File: config.mk
export PLATFORM = sky130hd
export DESIGN_NAME = pli_node_ram
export DESIGN_NICKNAME = d
export VERILOG_FILES = /design/src/pli_node_ram.sv
export SDC_FILE = /design/constraint.sdc
export NUM_CORES = 2
export LEC_CHECK = 0
export BUFFER_PORTS_ARGS = -buffer_cell sky130_fd_sc_hd__buf_2
export CORE_MARGIN = 5
export CORE_UTILIZATION = 45
export CTS_BUF_LIST = sky130_fd_sc_hd__clkbuf_8
export CTS_CLUSTER_DIAMETER = 40
export DETAILED_ROUTE_END_ITERATION = 16
export HOLD_SLACK_MARGIN = 0.02
export PLACE_DENSITY_LB_ADDON = 0.08
export SKIP_CTS_REPAIR_TIMING = 1
export SLEW_MARGIN = 20
export SYNTH_ARGS = -nofsm -noshare
export SYNTH_HDL_FRONTEND = slang
export SYNTH_SLANG_ARGS = --single-unit
File: constraint.sdc
create_clock -name clk_i -period 8.6 [get_ports clk_i]
set_clock_uncertainty 0.15 [all_clocks]
set_input_delay 0.86 -clock clk_i [delete_from_list [all_inputs] [get_ports clk_i]]
set_output_delay 0.86 -clock clk_i [all_outputs]
set_load 0.05 [all_outputs]
File: src/pli_node_ram.sv
// Generic single write port, single registered read port RAM for the node table.
`default_nettype none

module pli_node_ram #(
  parameter int unsigned WIDTH = 64,
  parameter int unsigned DEPTH = 64,
  localparam int unsigned AW = $clog2(DEPTH)
) (
  input  wire logic             clk_i,
  input  wire logic             we_i,
  input  wire logic [AW-1:0]    waddr_i,
  input  wire logic [WIDTH-1:0] wdata_i,
  input  wire logic [AW-1:0]    raddr_i,
  output logic      [WIDTH-1:0] rdata_o
);

  logic [WIDTH-1:0] mem_q [DEPTH];

  always_ff @(posedge clk_i) begin
    if (we_i) begin
      mem_q[waddr_i] <= wdata_i;
    end
  end

  always_ff @(posedge clk_i) begin
    rdata_o <= mem_q[raddr_i];
  end

endmodule

`default_nettype wire

==> impl_results.md <==
- Status: complete, no violations
- Post-synthesis instance total: 6,598
- Hold Violations, Final: 0
- Hold path cells: 1
- Fmax: 293 MHz
- Int Pwr: 0.0316 W
- Core Region: 0.346 mm²
- Post-synth EDFFs: 4,096
- DIE AREA: 0.359 mm²
- Global Route Usage Sum: 25.7%
- Hold Path Origin: wdata_i[56]
- Final Cell Area: 0.177 mm²
- Drt total wl: 463 mm
- CP startpoint kind: input pin
- CTS tree: built
- Pwr dens: 232 mW/mm²
- Die W: 599 µm
- Port Buffers: 141
- CP startpoint: raddr_i[2]
- RSZ-0062 raised after global routing: false
- Clock power share: 40.0%
- Internal reg-to-reg setup slack: 6.36 ns
- Largest net degree at the start of global routing: 114
- Root Buffer: clkbuf_8
- Final period utilization: 39.6%
- Comb pwr share: 5.1%
- Initial DRC Count: 8,381
- Post-DP Area: 0.164 mm²
- Seq cells post-synth: 4,160
- Vert. Die Dim: 599 µm
- Layout Cells excl Fill: 12.5k
- Vias per inst: 6.13
- TNS Setup: 0 ns
- Seq/Total Area, Yosys: 79.5%
- Synth cell types: 33
- RR Endpoint: rdata_o[59]$_DFF_P_
- Ports: 142
- Via Count: 76.4k
- Mapped Area: 0.156 mm²
- Sequential power share: 55.0%
- Detail Route Antenna Nets: 0
- CP bufs+invs: 3
- Final Critical Period: 3.41 ns
- Critical Path RT: 9.47 ns
- Crit path DAT: 4.28 ns
- DRC errors left: 0
- Reg clk slew, reported paths: 0.06 ns
- Worst path slowest cell: buf_4
- Vias in the first global route: 78.8k
- Critical Path Most Common Cell: buf_4
- Area Overhead vs Synth: 13.2%
- Row Count: 216
- Maximum VDD drop: 0.000165 V
- H-tree levels: 6
- Syn Area/Cell: 23.7 µm²
- Cells after DPL: 11.2k
- Multi-input gate area: 0.0308 mm²
- Synth warnings: 0
- Starting Density: 45.2%
- Net switching fraction of the power: 22.9%
- Later-pin clock latency in the skew report: 1.19 ns
- Fillcell total: 27.4k
- Cell family with most CP delay: buffers and inverters
- Hold Slack: 0.0501 ns
- Fin nets: 7,386
- Inserted Clock Buffers: 697
- CP endpoint kind: flop
- Synth async-reset ratio: 0%
- R2R depth: 5
- Most used DFF post-synth: edfxtp_1
- Hold WC Path Type: input pin to flop
- GP Congestion: 0.774
- Clk sink count: 4,160
- Synthesized Nets: 6,676
- Sw Pwr: 0.00941 W
- Max-slew violations: 0
- Share of cells above drive strength 1: 30.2%
- WL per Instance: 37.2 µm
- Max Fanout on Critical Path: 63
- Detail Placement HPWL: 243 mm
- GR Overflow Total: 0
- First-pass GRT wire length: 640 mm
- Setup Viol. Count Final: 0
- Worst r2r src: mem_q[36][59]$_DFFE_PP_
- Leak pwr: 56.1 nW
- Max-Slew Margin vs Limit: 22.0%
- Critical path type: input pin to flop
- Reg area: 0.124 mm²
- Antenna violations before repair: 44
- Crit-path cells: buf_8 > buf_4 > buf_4 > mux4_2 > or3_1 > a41oi_1 > a211oi_1
- DR pass1 iterations: 6
- Worst Tran Pin Value: 1.17 ns
- Max Cap Violations: 0
- Crit-path max cell delay: 0.70 ns
- Clock buffer depth: 4
- Hold worst-path end: mem_q[21][56]$_DFFE_PP_
==> worst reg2reg max path, delay by kind of cell (launching register included) <==
family                 cells  cell delay (ns)
AOI/OAI and AO/OA          2             0.56
buffers and inverters      1             0.23
DFF                        1             0.37
muxes                      1             0.48
and+or+nand+nor            1             0.32
==> layout make-up <==
cell class	instances	area share, %
Sequential cell	4160	70.2
Clock inverter	520	1.54
Timing Repair Buffer	381	1.75
Multi-Input combinational cell	2049	17.4
Tap cell	4578	3.24
Clock buffer	742	5.77
Inverter	19	0.0403
Antenna cell	9	0.0127
==> per-stage QoR <==
step	total power [W]	setup slack [ns]	util, %
2_1_floorplan	0.0241	2.15	-
3_3_place_gp	0.0251	3.97	47.2
3_5_place_dp	0.0251	3.94	47.3
4_1_cts	0.0415	5.07	51.0
5_1_grt	0.0425	5.13	51.1
6_report	0.0411	5.19	51.1
==> kinds of logic (layout without fill, tap and decap cells) <==
family,Yosys count,in the layout,share of synthesized area [%]
buf+inv,389,1662,1.18
simple gates,386,386,1.24
compound gates,504,504,2.48
other cells,0,9,0
mux,1159,1159,15.6
flops,4160,4160,79.5
==> how the worst max path moves through the flow <==
stage | to | slack [ns] | cells after the start
floorplan | mem_q[48][0]$_DFFE_PP_ | 2.15 | 4
global placement | rdata_o[35]$_DFF_P_ | 3.97 | 7
detailed placement | rdata_o[35]$_DFF_P_ | 3.94 | 7
CTS | rdata_o[15] | 5.07 | 1
global route | rdata_o[37]$_DFF_P_ | 5.13 | 8
finish | rdata_o[11]$_DFF_P_ | 5.19 | 7
==> flip-flops by register name, summed over array words and instances (netlist names) <==
| signal | flops |
|---|---|
| rdata_o | 64 |
| mem_q | 4096 |
==> cells in the final DEF (no fill, tap or decap), drive strengths merged, types with 19 or more instances in the layout <==
cell type / count
and3: 64
a211oi: 63
a2bb2oi: 19
nor2: 112
o221ai: 38
nand3: 45
o22ai: 83
mux2i: 135
edfxtp: 4096
a22oi: 168
clkinv: 195
buf: 373
nand2: 58
or3: 29
a41oi: 26
inv: 302
or2: 28
a22o: 88
clkinvlp: 25
clkbuf: 742
mux4: 1024
nor2b: 28
dfxtp: 64
==> metal layers <==
| layer | vias up | track usage [%] | part of all wire, % |
|---|---|---|---|
| met1 | 42700 | 36.8 | 42 |
| li1 | 30100 | - | - |
| met5 | - | 0 | 0.013 |
| met2 | 3007 | 41.5 | 49 |
| met4 | 10 | 6.69 | 2.5 |
| met3 | 642 | 4.18 | 6.7 |
==> Yosys cell counts, types with 18 or more instances <==
library cell	instances	area, µm²
edfxtp_1	4096	123000
mux4_2	1024	23100
buf_2	170	851
a22oi_1	168	1260
clkbuf_1	140	526
mux2i_1	135	1350
nor2_1	112	420
a22o_1	88	771
o22ai_1	83	519
and3_1	64	400
dfxtp_1	64	1280
a211oi_1	63	473
nand2_1	58	218
nand3_1	45	225
o221ai_1	38	333
buf_4	34	255
or3_1	29	181
nor2b_1	28	175
or2_2	28	175
a41oi_1	26	228
buf_1	20	75.1
a2bb2oi_1	19	166
inv_1	19	71.3
a31oi_1	18	113
==> power groups by stage <==
stage / logic, W / registers, W / clock network, W
after floorplan: 0.00105 / 0.0231 / 0
after global placement: 0.00206 / 0.0230 / 0
after detailed placement: 0.00209 / 0.0230 / 0
after CTS: 0.00209 / 0.0226 / 0.0168
after global routing: 0.00220 / 0.0226 / 0.0177
final: 0.00208 / 0.0226 / 0.0164
Note: power is estimated with default switching activity, not from simulation.
