File: config.mk
export PLATFORM = sky130hd
export DESIGN_NAME = pli_muldiv
export DESIGN_NICKNAME = d
export VERILOG_FILES = /design/src/pli_pkg.sv /design/src/pli_muldiv.sv
export SDC_FILE = /design/constraint.sdc
export NUM_CORES = 1
export LEC_CHECK = 0
export CORE_ASPECT_RATIO = 1.25
export CORE_MARGIN = 2
export CORE_UTILIZATION = 62
export DETAILED_ROUTE_END_ITERATION = 16
export DONT_BUFFER_PORTS = 1
export HOLD_SLACK_MARGIN = 0.02
export PLACE_DENSITY = 0.75
export SYNTH_ARGS = -nofsm -noshare
export SYNTH_HDL_FRONTEND = slang
export SYNTH_SLANG_ARGS = --single-unit
File: constraint.sdc
create_clock -name clk_i -period 8.1 [get_ports clk_i]
set_input_delay 0.81 -clock clk_i [delete_from_list [all_inputs] [get_ports clk_i]]
set_output_delay 0.81 -clock clk_i [all_outputs]
set_load 0.02 [all_outputs]
File: src/pli_pkg.sv
// Shared types, constants and state codes for the piecewise linear interpolator.
`default_nettype none

package pli_pkg;

  localparam int unsigned MAX_NODES   = 64;
  localparam int unsigned ADDR_W      = $clog2(MAX_NODES);
  localparam int unsigned CNT_W       = $clog2(MAX_NODES + 1);
  localparam int unsigned DATA_W      = 32;
  localparam int unsigned NODE_W      = 2 * DATA_W;
  localparam int unsigned MD_STEPS    = DATA_W;
  localparam int unsigned MD_STEP_W   = $clog2(MD_STEPS);

  typedef enum logic [1:0] {
    OP_CLEAR = 2'd0,
    OP_LOAD  = 2'd1,
    OP_QUERY = 2'd2
  } op_e;

  typedef enum logic [2:0] {
    ST_OK      = 3'd0,
    ST_INVALID = 3'd1,
    ST_RANGE   = 3'd2,
    ST_FULL    = 3'd3,
    ST_EMPTY   = 3'd4
  } status_e;

  typedef struct packed {
    op_e                      op;
    logic signed [DATA_W-1:0] x_value;
    logic signed [DATA_W-1:0] y_value;
  } pli_in_t;

  typedef struct packed {
    logic signed [DATA_W-1:0] result_value;
    status_e                  status;
  } pli_out_t;

  typedef struct packed {
    logic signed [DATA_W-1:0] x;
    logic signed [DATA_W-1:0] y;
  } node_t;

  typedef enum logic [4:0] {
    S_IDLE,
    S_LD_DUP_RD,
    S_LD_DUP_CHK,
    S_LD_SH_RD,
    S_LD_SH_CHK,
    S_LD_INS,
    S_Q_RD0,
    S_Q_CHK0,
    S_Q_RDL,
    S_Q_CHKL,
    S_Q_SRD,
    S_Q_SCHK,
    S_Q_PREP,
    S_Q_MUL,
    S_Q_WAIT,
    S_Q_FIN
  } state_e;

  typedef enum logic [1:0] {
    MD_IDLE,
    MD_MUL,
    MD_DIV
  } md_phase_e;

endpackage

`default_nettype wire

File: src/pli_muldiv.sv
// Bit-serial multiply then divide unit built around one shared adder.
`default_nettype none

module pli_muldiv import pli_pkg::*; (
  input  wire logic              clk_i,
  input  wire logic              rst_ni,
  input  wire logic              start_i,
  input  wire logic [DATA_W:0]   mag_i,
  input  wire logic [DATA_W-1:0] mult_i,
  input  wire logic [DATA_W-1:0] div_i,
  output logic                   done_o,
  output logic [DATA_W-1:0]      quot_o
);

  md_phase_e              phase_q, phase_d;
  logic [MD_STEP_W-1:0]   step_q, step_d;
  logic [DATA_W:0]        hi_q, hi_d;
  logic [DATA_W-1:0]      lo_q, lo_d;
  logic                   done_q, done_d;

  logic [DATA_W+1:0]      op_a, op_b, sum;
  logic                   cin;
  logic [DATA_W:0]        rem_sh;
  logic                   last_step;

  // The partial remainder shifted left by one, taking the next dividend bit.
  assign rem_sh    = {hi_q[DATA_W-1:0], lo_q[DATA_W-1]};
  assign last_step = (step_q == MD_STEP_W'(MD_STEPS - 1));

  // The one adder: accumulate during multiply, trial subtract during divide.
  always_comb begin
    op_a = '0;
    op_b = '0;
    cin  = 1'b0;
    if (phase_q == MD_DIV) begin
      op_a = {1'b0, rem_sh};
      op_b = ~{2'b00, div_i};
      cin  = 1'b1;
    end else begin
      op_a = {1'b0, hi_q};
      op_b = lo_q[0] ? {1'b0, mag_i} : '0;
    end
  end

  assign sum = op_a + op_b + {{(DATA_W+1){1'b0}}, cin};

  always_ff @(posedge clk_i or negedge rst_ni) begin
    if (!rst_ni) begin
      phase_q <= MD_IDLE;
      step_q  <= '0;
      done_q  <= 1'b0;
    end else begin
      phase_q <= phase_d;
      step_q  <= step_d;
      done_q  <= done_d;
    end
  end

  always_ff @(posedge clk_i) begin
    hi_q <= hi_d;
    lo_q <= lo_d;
  end

  always_comb begin
    phase_d = phase_q;
    step_d  = step_q;
    hi_d    = hi_q;
    lo_d    = lo_q;
    done_d  = 1'b0;
    unique case (phase_q)
      MD_IDLE: begin
        if (start_i) begin
          hi_d    = '0;
          lo_d    = mult_i;
          step_d  = '0;
          phase_d = MD_MUL;
        end
      end
      MD_MUL: begin
        hi_d   = sum[DATA_W+1:1];
        lo_d   = {sum[0], lo_q[DATA_W-1:1]};
        step_d = step_q + 1'b1;
        if (last_step) begin
          step_d  = '0;
          phase_d = MD_DIV;
        end
      end
      MD_DIV: begin
        if (!sum[DATA_W+1]) begin
          hi_d = {1'b0, sum[DATA_W-1:0]};
        end else begin
          hi_d = {1'b0, rem_sh[DATA_W-1:0]};
        end
        lo_d   = {lo_q[DATA_W-2:0], ~sum[DATA_W+1]};
        step_d = step_q + 1'b1;
        if (last_step) begin
          step_d  = '0;
          done_d  = 1'b1;
          phase_d = MD_IDLE;
        end
      end
      default: begin
        phase_d = MD_IDLE;
      end
    endcase
  end

  assign done_o = done_q;
  assign quot_o = lo_q;

endmodule

`default_nettype wire
==> results of run 1 <==
## worst max-delay path, delay by kind of cell (launching register included)
kind / cells / cell delay (ns)
compound gates: 7 / 1.95
simple gates: 3 / 0.96
buf+inv: 2 / 0.91
fa+ha+maj: 2 / 0.67
flops: 1 / 0.38
## worst max-delay path by stage
stage,cells past startpoint,to,from,slack [ns]
floorplan,18,hi_q[12]$_DFFE_PP_,phase_q[0]$_DFFE_PN0P_,4.05
global placement,14,hi_q[17]$_DFFE_PP_,phase_q[0]$_DFFE_PN0P_,3.20
detailed placement,14,hi_q[21]$_DFFE_PP_,phase_q[0]$_DFFE_PN0P_,2.97
CTS,14,hi_q[21]$_DFFE_PP_,phase_q[0]$_DFFE_PN0P_,2.96
global route,14,hi_q[21]$_DFFE_PP_,phase_q[0]$_DFFE_PN0P_,2.57
finish,14,hi_q[14]$_DFFE_PP_,phase_q[0]$_DFFE_PN0P_,2.91
## metal layers
metal  global-route usage [%]  up-vias  routed length [um]
met3                     5.39       40                1080
met1                     33.8     2597                6460
met5                        0        -                  11
met2                     48.2      222                7940
li1                         -     2612                   -
met4                     10.2        2                 408
## cell type report
class,count,share of cell area (%)
well taps,129,2.43
flip-flops and latches,73,32.5
repair buffers,6,0.680
clock buffers,10,3.45
clock inverters,6,0.529
inverters,19,1.08
multi-input cells,575,59.4
## per-stage QoR
step / area, um^2 / cells / setup WS, ns
floorplan: 6370 / 713 / 4.05
global placement: 6360 / 802 / 3.20
detailed placement: 6360 / 802 / 2.97
CTS: 6630 / 818 / 2.96
global route: 6630 / 818 / 2.57
finish: 6630 / 818 / 2.91
## logic make-up (layout without fill, tap and decap cells)
family	count (synthesis)	count (layout)
flops	73	73
fa+ha+maj	40	40
simple gates	188	188
xor+xnor	27	27
buf+inv	65	41
mux	56	56
compound gates	264	264
## report_power, final
part / switching, mW / internal [mW] / leakage, nW
registers: 0.265 / 0.702 / 0.768
logic: 1.00 / 0.648 / 1.80
clock network: 0.150 / 0.204 / 0.120
## registers in the layout, indices dropped and copies added, names as in the netlist
signal and count:
quot_o 32, phase_q 2, hi_q 33, step_q 5, done_o 1
## layout by cell type, fill, tap and decap left out, types with 3 or more instances in the layout
cell	count
nand2_1	61
nand4_1	4
a211oi_1	3
nand2b_1	6
a21o_1	19
clkbuf_16	9
o21a_1	5
buf_4	6
and2_1	6
nor3_1	10
xor2_1	6
o21ai_0	57
xnor2_1	21
inv_1	18
clkinvlp_4	3
o2bb2ai_1	11
a22o_1	4
mux2_2	33
nand3_1	15
nor2b_1	9
o211ai_1	5
and3_1	5
edfxtp_1	65
a21oi_2	3
a22oi_1	31
nor2_1	59
ha_1	36
o21ai_1	16
mux2i_1	23
dfrtp_1	8
o22ai_1	7
a21oi_1	74
a31oi_1	4
==> results.json, run 1 <==
{
  "grt_pass1_vias": 5238,
  "diodes": 0,
  "overflow": 0,
  "dr.first_iter.drc_count": 257,
  "min_path_type": "primary input to asynchronous set/reset pin",
  "synth_async_sr_flop_share_pct": 11.0,
  "syn_inst": 713,
  "cap_violations": 0,
  "drt_wl_total_mm": 15.9,
  "cts_sinks": 73,
  "viasPerCell": 6.69,
  "synth_most_common_cell": "a21oi_1",
  "setup_tns_ns": 0,
  "vdd_drop_max_mv": 0.190,
  "r2r_setup_slack_ns": 2.91,
  "post-route-drc-count": 0,
  "row_count": 41,
  "path_max_fanout": 35,
  "cpMaxStageDelayCell": "inv_1",
  "first_pass_iters": 5,
  "reg2reg_depth": 14,
  "outcome": "completed",
  "finalHoldViolations": 0,
  "netlist.area_leader.share_pct": 30.6,
  "yosys-top-cells-count": "74 x a21oi_1, 65 x edfxtp_1, 61 x nand2_1",
  "root_buffer": "clkbuf_16",
  "hold_ws_ns": 0.165,
  "r2r_end": "hi_q[14]$_DFFE_PP_",
  "antenna_found_initial": 1,
  "rr_startpoint": "phase_q[0]$_DFFE_PN0P_",
  "seq_area_mm2": 0.00215,
  "wire_per_inst_um": 19.4,
  "grt_pass1_wl_mm": 24.7,
  "slowest_delay_ns": 0.81,
  "drive_above_1_share_pct": 10.3,
  "cts_tree": "yes",
  "critPathArrivalTime_ns": 5.23,
  "fill_cells": 855,
  "syn-cell-area_mm2": 0.00637,
  "power_mw": 2.97,
  "post_cts_resized": 0,
  "ant_nets": 0,
  "synth_simple_gate_area_share_pct": 13.6,
  "clockBufferDepth": 2,
  "end_kind": "register",
  "ys_dominant_reg_cell": "edfxtp_1",
  "cp_cell_sequence": "inv_1 > ha_1 > inv_1 > o21ai_0 > ha_1 > nor2b_1 > o2111ai_1 > a211oi_1 > o21ai_2 > a21oi_2 > nor3_4 > nand2b_2 > a32oi_1 > o31ai_1",
  "syn_area_per_cell_um2": 8.94,
  "skew_ns": 0.00403,
  "crit_required_ns": 8.14,
  "synth_edf_count": 65,
  "cts-htree-levels": 3,
  "cts_hold_buf": 0,
  "fp.dieW_um": 94.7,
  "synth_compound_area_share_pct": 26.8,
  "critPathLaunchType": "register",
  "clkTransAtPathRegs_ns": 0.06,
  "yosysUniqueCellTypes": 64,
  "core_mm2": 0.0101,
  "tightest_slew_ns": 1.05,
  "die_h_um": 117,
  "gp_congestion": 0.956,
  "vias": 5473,
  "yosys-top-cells-area": "edfxtp_1 31%, ha_1 7.5%, mux2_2 5.8%",
  "ys_warn_count": 0,
  "setup_viol": 0,
  "die-area_mm2": 0.0111,
  "cts_made_buffers": 9,
  "track_usage_pct": 27.9,
  "synth_top_family_by_area": "compound AO/OA/AOI/OAI gates",
  "num_io_pins": 133,
  "seq_area_frac_synth_pct": 33.8,
  "final_nets": 824,
  "syn_nets": 853,
  "grt_max_degree": 73,
  "cts_setup_buffers": 0,
  "clock_latency_ns": 0.33,
  "synth_xor_area_share_pct": 3.71,
  "io_buffers": 0,
  "ys_seq_elements": 73,
  "timing.fmax_mhz": 193,
  "multi_input_area_mm2": 0.00394,
  "path_class": "register to register",
  "rsz0062_at_grt": "false",
  "yosys.area_share.adder_pct": 8.09,
  "synth.mux.area_fraction_pct": 9.44,
  "hpwl_mm": 11.5,
  "area_delta_synth_final_pct": 3.98,
  "final_core_utilization_pct": 65.9,
  "fin_crit_sh_pct": 64.1,
  "synth_largest_area_cell": "edfxtp_1",
  "leakagePower_nw": 2.69,
  "power_density_mw_per_mm2": 448,
  "drv_slew": 0,
  "start_util_pct": 63.4,
  "fin_crit_ns": 5.19,
  "timing.slew.headroom_pct": 29.7
}
Power figures use the tool's default switching activity.
==> run 2: changes to the inputs <==
==> constraint.sdc (replaced) <==
create_clock -name clk_i -period 4.8 [get_ports clk_i]
set_input_delay 0.48 -clock clk_i [delete_from_list [all_inputs] [get_ports clk_i]]
set_output_delay 0.48 -clock clk_i [all_outputs]
set_load 0.02 [all_outputs]
==> results.json, run 2 (synthesized netlist as in run 1, its figures left out) <==
{
  "critPathLaunchType": "register",
  "first_pass_iters": 5,
  "grt_pass1_wl_mm": 25.1,
  "grt_pass1_vias": 5262,
  "crit_required_ns": 4.86,
  "clock_latency_ns": 0.34,
  "clkTransAtPathRegs_ns": 0.06,
  "fp.dieW_um": 94.7,
  "setup_tns_ns": 0,
  "die_h_um": 117,
  "overflow": 0,
  "row_count": 41,
  "gp_congestion": 0.922,
  "cts_tree": "yes",
  "dpl_cell_area_mm2": 0.00642,
  "dr.first_iter.drc_count": 386,
  "grt_max_degree": 69,
  "outcome": "completed",
  "fin_crit_ns": 4.41,
  "drive_above_1_share_pct": 11.9,
  "track_usage_pct": 28.5,
  "num_io_pins": 133,
  "clockBufferDepth": 2,
  "setup_viol": 0,
  "hpwl_mm": 11.9,
  "timing.fmax_mhz": 227,
  "power_density_mw_per_mm2": 763,
  "end_kind": "register",
  "fin_crit_sh_pct": 92.0,
  "vdd_drop_max_mv": 0.313,
  "ant_nets": 0,
  "largest_reg_flops": 33,
  "start_util_pct": 63.4,
  "timing.slew.headroom_pct": 36.1,
  "cts-htree-levels": 3,
  "setup_ws_ns": 0.386,
  "path_max_fanout": 20,
  "critPathArrivalTime_ns": 4.47,
  "antenna_found_initial": 0,
  "final_nets": 834,
  "viasPerCell": 6.61,
  "core_mm2": 0.0101,
  "min_path_type": "primary input to register",
  "finalInstanceArea_mm2": 0.00677,
  "fill_cells": 836,
  "vias": 5475,
  "post-route-drc-count": 0,
  "root_buffer": "clkbuf_16",
  "rsz0062_at_grt": "false",
  "drv_slew": 0,
  "diodes": 0,
  "area_delta_synth_final_pct": 6.12,
  "cts_made_buffers": 9,
  "skew_ns": 0.00747,
  "wire_per_inst_um": 19.3,
  "layout_common_cells": "74 x a21oi_1, 65 x edfxtp_1, 61 x nand2_1, 59 x nor2_1, 56 x o21ai_0",
  "final_common_cell": "a21oi_1",
  "tightest_slew_ns": 0.956,
  "drt_wl_total_mm": 16.0,
  "die-area_mm2": 0.0111,
  "largest_register": "hi_q",
  "leakagePower_nw": 2.77,
  "cap_violations": 0,
  "dp_slack_ns": 0.216,
  "path_class": "register to register",
  "io_buffers": 0,
  "cts_sinks": 73,
  "finalHoldViolations": 0
}
-- run 2: changes by cell type in the layout (fill, tap and decap cells not counted), sizes merged --
cell         before  now
buf               6   15
bufinv            0    2
clkbuf           10    9
clkinvlp          3    2
dlygate4sd3       0    1
-- run 2: power by group --
part | switching (mW) | total, mW | internal, mW
combinational | 1.70 | 2.81 | 1.11
sequential | 0.440 | 1.62 | 1.18
clock | 0.274 | 0.729 | 0.455
-- run 2: timing repair --
action / 4_1_cts / 5_1_grt
endpoints found under the hold margin: 8 / 0
endpoints found under the setup margin: 0 / 28
hold buffers: 1 / 0
buffers inserted: 0 / 2
resized for setup: 0 / 2
-- run 2: metal layers --
layer	wire length, um	track usage [%]
met3	1120	6.04
met4	354	10.9
met2	7980	48.3
met5	0	0
met1	6530	34.9
-- run 2: final timing paths --
check,start,end,slack (ns),cells past startpoint
max,phase_q[0]$_DFFE_PN0P_,hi_q[11]$_DFFE_PP_,0.39,16
min,start_i,phase_q[0]$_DFFE_PN0P_,0.34,2
max reg2reg,phase_q[0]$_DFFE_PN0P_,hi_q[11]$_DFFE_PP_,0.39,16
min reg2reg,step_q[0]$_DFFE_PN0P_,step_q[0]$_DFFE_PN0P_,0.53,1
max in group asynchronous,rst_ni,phase_q[0]$_DFFE_PN0P_,4.04,1
min in group asynchronous,rst_ni,step_q[3]$_DFFE_PN0P_,0.49,1
-- run 2: layout make-up --
cell class              count  area, um^2  share of cell area (%)
clock buffers               9         225                    3.33
clock inverters             7        93.8                    1.39
inverters                  19        75.1                    1.11
multi-input cells         575        3940                    58.2
flip-flops and latches     73        2150                    31.8
well taps                 129         161                    2.39
repair buffers             16         123                    1.81
-- run 2: through the flow --
stage	total power, mW	utilization (%)	std cells	hold WS (ns)
floorplan	3.80	-	713	0.184
global placement	4.29	63.8	809	0.185
detailed placement	4.39	63.8	809	0.185
CTS	5.13	67.1	826	0.341
global route	5.52	67.3	828	0.361
finish	5.16	67.3	828	0.342
-- run 2: worst max-delay path, cell delays in order, from the launching register on --
cell and delay [ns]:
dfrtp_1 0.40, inv_1 0.12, ha_1 0.38, clkinvlp_4 0.24, buf_4 0.21, o21ai_0 0.19
ha_1 0.33, a21oi_1 0.21, o21ai_1 0.14, a41oi_2 0.28, nor3b_2 0.29, a21oi_2 0.12
nor3_4 0.35, nand2b_2 0.20, buf_4 0.29, mux2i_1 0.26, o21ai_1 0.09
==> run 3: changes to the inputs <==
--- a/config.mk
+++ b/config.mk
@@ -5,13 +5,15 @@
 export SDC_FILE = /design/constraint.sdc
 export NUM_CORES = 1
 export LEC_CHECK = 0
+export CELL_PAD_IN_SITES_DETAIL_PLACEMENT = 1
+export CELL_PAD_IN_SITES_GLOBAL_PLACEMENT = 1
 export CORE_ASPECT_RATIO = 1.25
 export CORE_MARGIN = 2
-export CORE_UTILIZATION = 62
+export CORE_UTILIZATION = 49
 export DETAILED_ROUTE_END_ITERATION = 16
 export DONT_BUFFER_PORTS = 1
 export HOLD_SLACK_MARGIN = 0.02
-export PLACE_DENSITY = 0.75
+export PLACE_DENSITY = 0.78
 export SYNTH_ARGS = -nofsm -noshare
 export SYNTH_HDL_FRONTEND = slang
 export SYNTH_SLANG_ARGS = --single-unit
==> results.json, run 3 (synthesized netlist as in run 1, its figures left out) <==
{
  "outcome": "completed",
  "largest_register": "hi_q",
  "post-route-drc-count": 0,
  "antenna_found_initial": 0,
  "cpMaxStageDelayCell": "fa_1",
  "die_h_um": 132,
  "crit_required_ns": 4.86,
  "layout_common_cells": "74 x a21oi_1, 65 x edfxtp_1, 61 x nand2_1, 59 x nor2_1, 56 x o21ai_0",
  "fp.dieW_um": 106,
  "cts-htree-levels": 3,
  "min_from": "start_i",
  "final_nets": 836,
  "core_mm2": 0.0127,
  "dp.cells": 850,
  "gp_congestion": 0.875,
  "critPathArrivalTime_ns": 4.55,
  "row_count": 46,
  "viasPerCell": 6.35,
  "rr_startpoint": "phase_q[0]$_DFFE_PN0P_",
  "timing.slew.headroom_pct": 31.9,
  "drv_slew": 0,
  "cts_tree": "yes",
  "clockBufferDepth": 2,
  "slowest_delay_ns": 0.46,
  "grt_pass1_vias": 5912,
  "setup_viol": 0,
  "r2r_setup_slack_ns": 0.31,
  "cp_cell_sequence": "inv_1 > ha_1 > clkinvlp_4 > buf_4 > fa_1 > inv_1 > fa_1 > a211oi_1 > o21a_1 > a211oi_2 > o31ai_4 > a211oi_2 > o21ai_1 > o31ai_2 > xnor2_1 > o211ai_1",
  "vias": 5515,
  "min_path_type": "primary input to register",
  "cts_made_buffers": 9,
  "drive_above_1_share_pct": 11.8,
  "path_max_fanout": 10,
  "final_core_utilization_pct": 53.4,
  "largest_reg_flops": 33,
  "first_pass_iters": 4,
  "crit_family": "compound AO/OA/AOI/OAI gates",
  "min_path_cells": 2,
  "grt_pass1_wl_mm": 29.9,
  "skew_ns": 0.00473,
  "critPathLaunchType": "register",
  "worstHoldEndpoint": "phase_q[0]$_DFFE_PN0P_",
  "overflow": 0,
  "cp.buffers_inverters": 4,
  "dr.first_iter.drc_count": 340,
  "hold_ws_ns": 0.334,
  "cts_sinks": 73,
  "fin_crit_sh_pct": 93.5,
  "ant_nets": 0,
  "final_common_cell": "a21oi_1",
  "start_util_pct": 50.1,
  "setup_tns_ns": 0,
  "fin_crit_ns": 4.49,
  "cap_violations": 0,
  "area_delta_synth_final_pct": 6.54,
  "wire_per_inst_um": 21.1,
  "hpwl_mm": 13.9,
  "timing.fmax_mhz": 223,
  "vdd_drop_max_mv": 0.278,
  "diodes": 0,
  "io_buffers": 0,
  "reg2reg_depth": 16,
  "die-area_mm2": 0.0139,
  "end_kind": "register",
  "tightest_slew_ns": 1.02,
  "r2r_end": "hi_q[31]$_DFFE_PP_",
  "finalHoldViolations": 0,
  "path_class": "register to register",
  "drt_wl_total_mm": 18.4,
  "root_buffer": "clkbuf_16",
  "stdcell_count": 869,
  "num_io_pins": 133,
  "power_density_mw_per_mm2": 762,
  "clock_latency_ns": 0.34,
  "track_usage_pct": 26.5,
  "leakagePower_nw": 2.77,
  "grt_max_degree": 72,
  "clkTransAtPathRegs_ns": 0.06
}
[run 3: cell count changes in the layout (fill, tap and decap cells not counted), moves of 2 or more]
cell       delta
clkinv_2      +2
clkbuf_1      +3
buf_4         +2
bufinv_16     -2
[run 3: report_power, final]
part / leakage [nW] / internal (mW) / switching (mW)
Clock: 0.139 / 0.379 / 0.254
Sequential: 0.768 / 1.18 / 0.459
Combinational: 1.86 / 1.13 / 1.77
[run 3: worst register-to-register path, cell delays in order, from the launching register on]
cell,delay [ns]
dfrtp_1,0.40
inv_1,0.13
ha_1,0.41
clkinvlp_4,0.23
buf_4,0.21
fa_1,0.46
inv_1,0.09
fa_1,0.26
a211oi_1,0.10
o21a_1,0.26
a211oi_2,0.39
o31ai_4,0.15
a211oi_2,0.43
o21ai_1,0.15
o31ai_2,0.26
xnor2_1,0.17
o211ai_1,0.11
[run 3: cell type report]
class | count | area [um^2]
well taps | 168 | 210
clock buffers | 13 | 262
multi-input cells | 575 | 3940
clock inverters | 3 | 15.0
inverters | 19 | 75.1
flip-flops and latches | 73 | 2150
repair buffers | 18 | 138
fillers | 1510 | 5930
[run 3: metal layers]
metal	up-vias	routed length (um)	share of wire [%]	global-route usage (%)
met4	0	411	2.2	9.36
li1	2640	-	-	-
met3	30	1070	5.8	4.41
met5	-	0	0	0
met1	2666	7600	41	32.2
met2	179	9290	51	46.8
[run 3: through the flow]
stage | power, mW | setup slack, ns | cell area [um^2]
finish | 5.17 | 0.312 | 6790
global route | 5.57 | -0.00522 | 6790
CTS | 5.18 | 0.166 | 6770
detailed placement | 4.52 | 0.252 | 6480
global placement | 4.36 | 0.432 | 6480
floorplan | 3.80 | 0.746 | 6370
[run 3: how the worst max path moves through the flow]
stage | start | end | slack, ns | cells after the start
CTS | phase_q[0]$_DFFE_PN0P_ | hi_q[31]$_DFFE_PP_ | 0.17 | 16
global placement | phase_q[0]$_DFFE_PN0P_ | hi_q[31]$_DFFE_PP_ | 0.43 | 16
detailed placement | phase_q[0]$_DFFE_PN0P_ | hi_q[31]$_DFFE_PP_ | 0.25 | 16
finish | phase_q[0]$_DFFE_PN0P_ | hi_q[31]$_DFFE_PP_ | 0.31 | 16
floorplan | phase_q[0]$_DFFE_PN0P_ | hi_q[12]$_DFFE_PP_ | 0.75 | 18
global route | phase_q[0]$_DFFE_PN0P_ | hi_q[31]$_DFFE_PP_ | -0.005 | 16
[run 3: what timing repair did]
action                     4_1_cts  5_1_grt
setup buffers                    0        2
hold buffers                     1        0
setup endpoints to repair        0        4
resized for setup                0        3
hold endpoints to repair         8        0
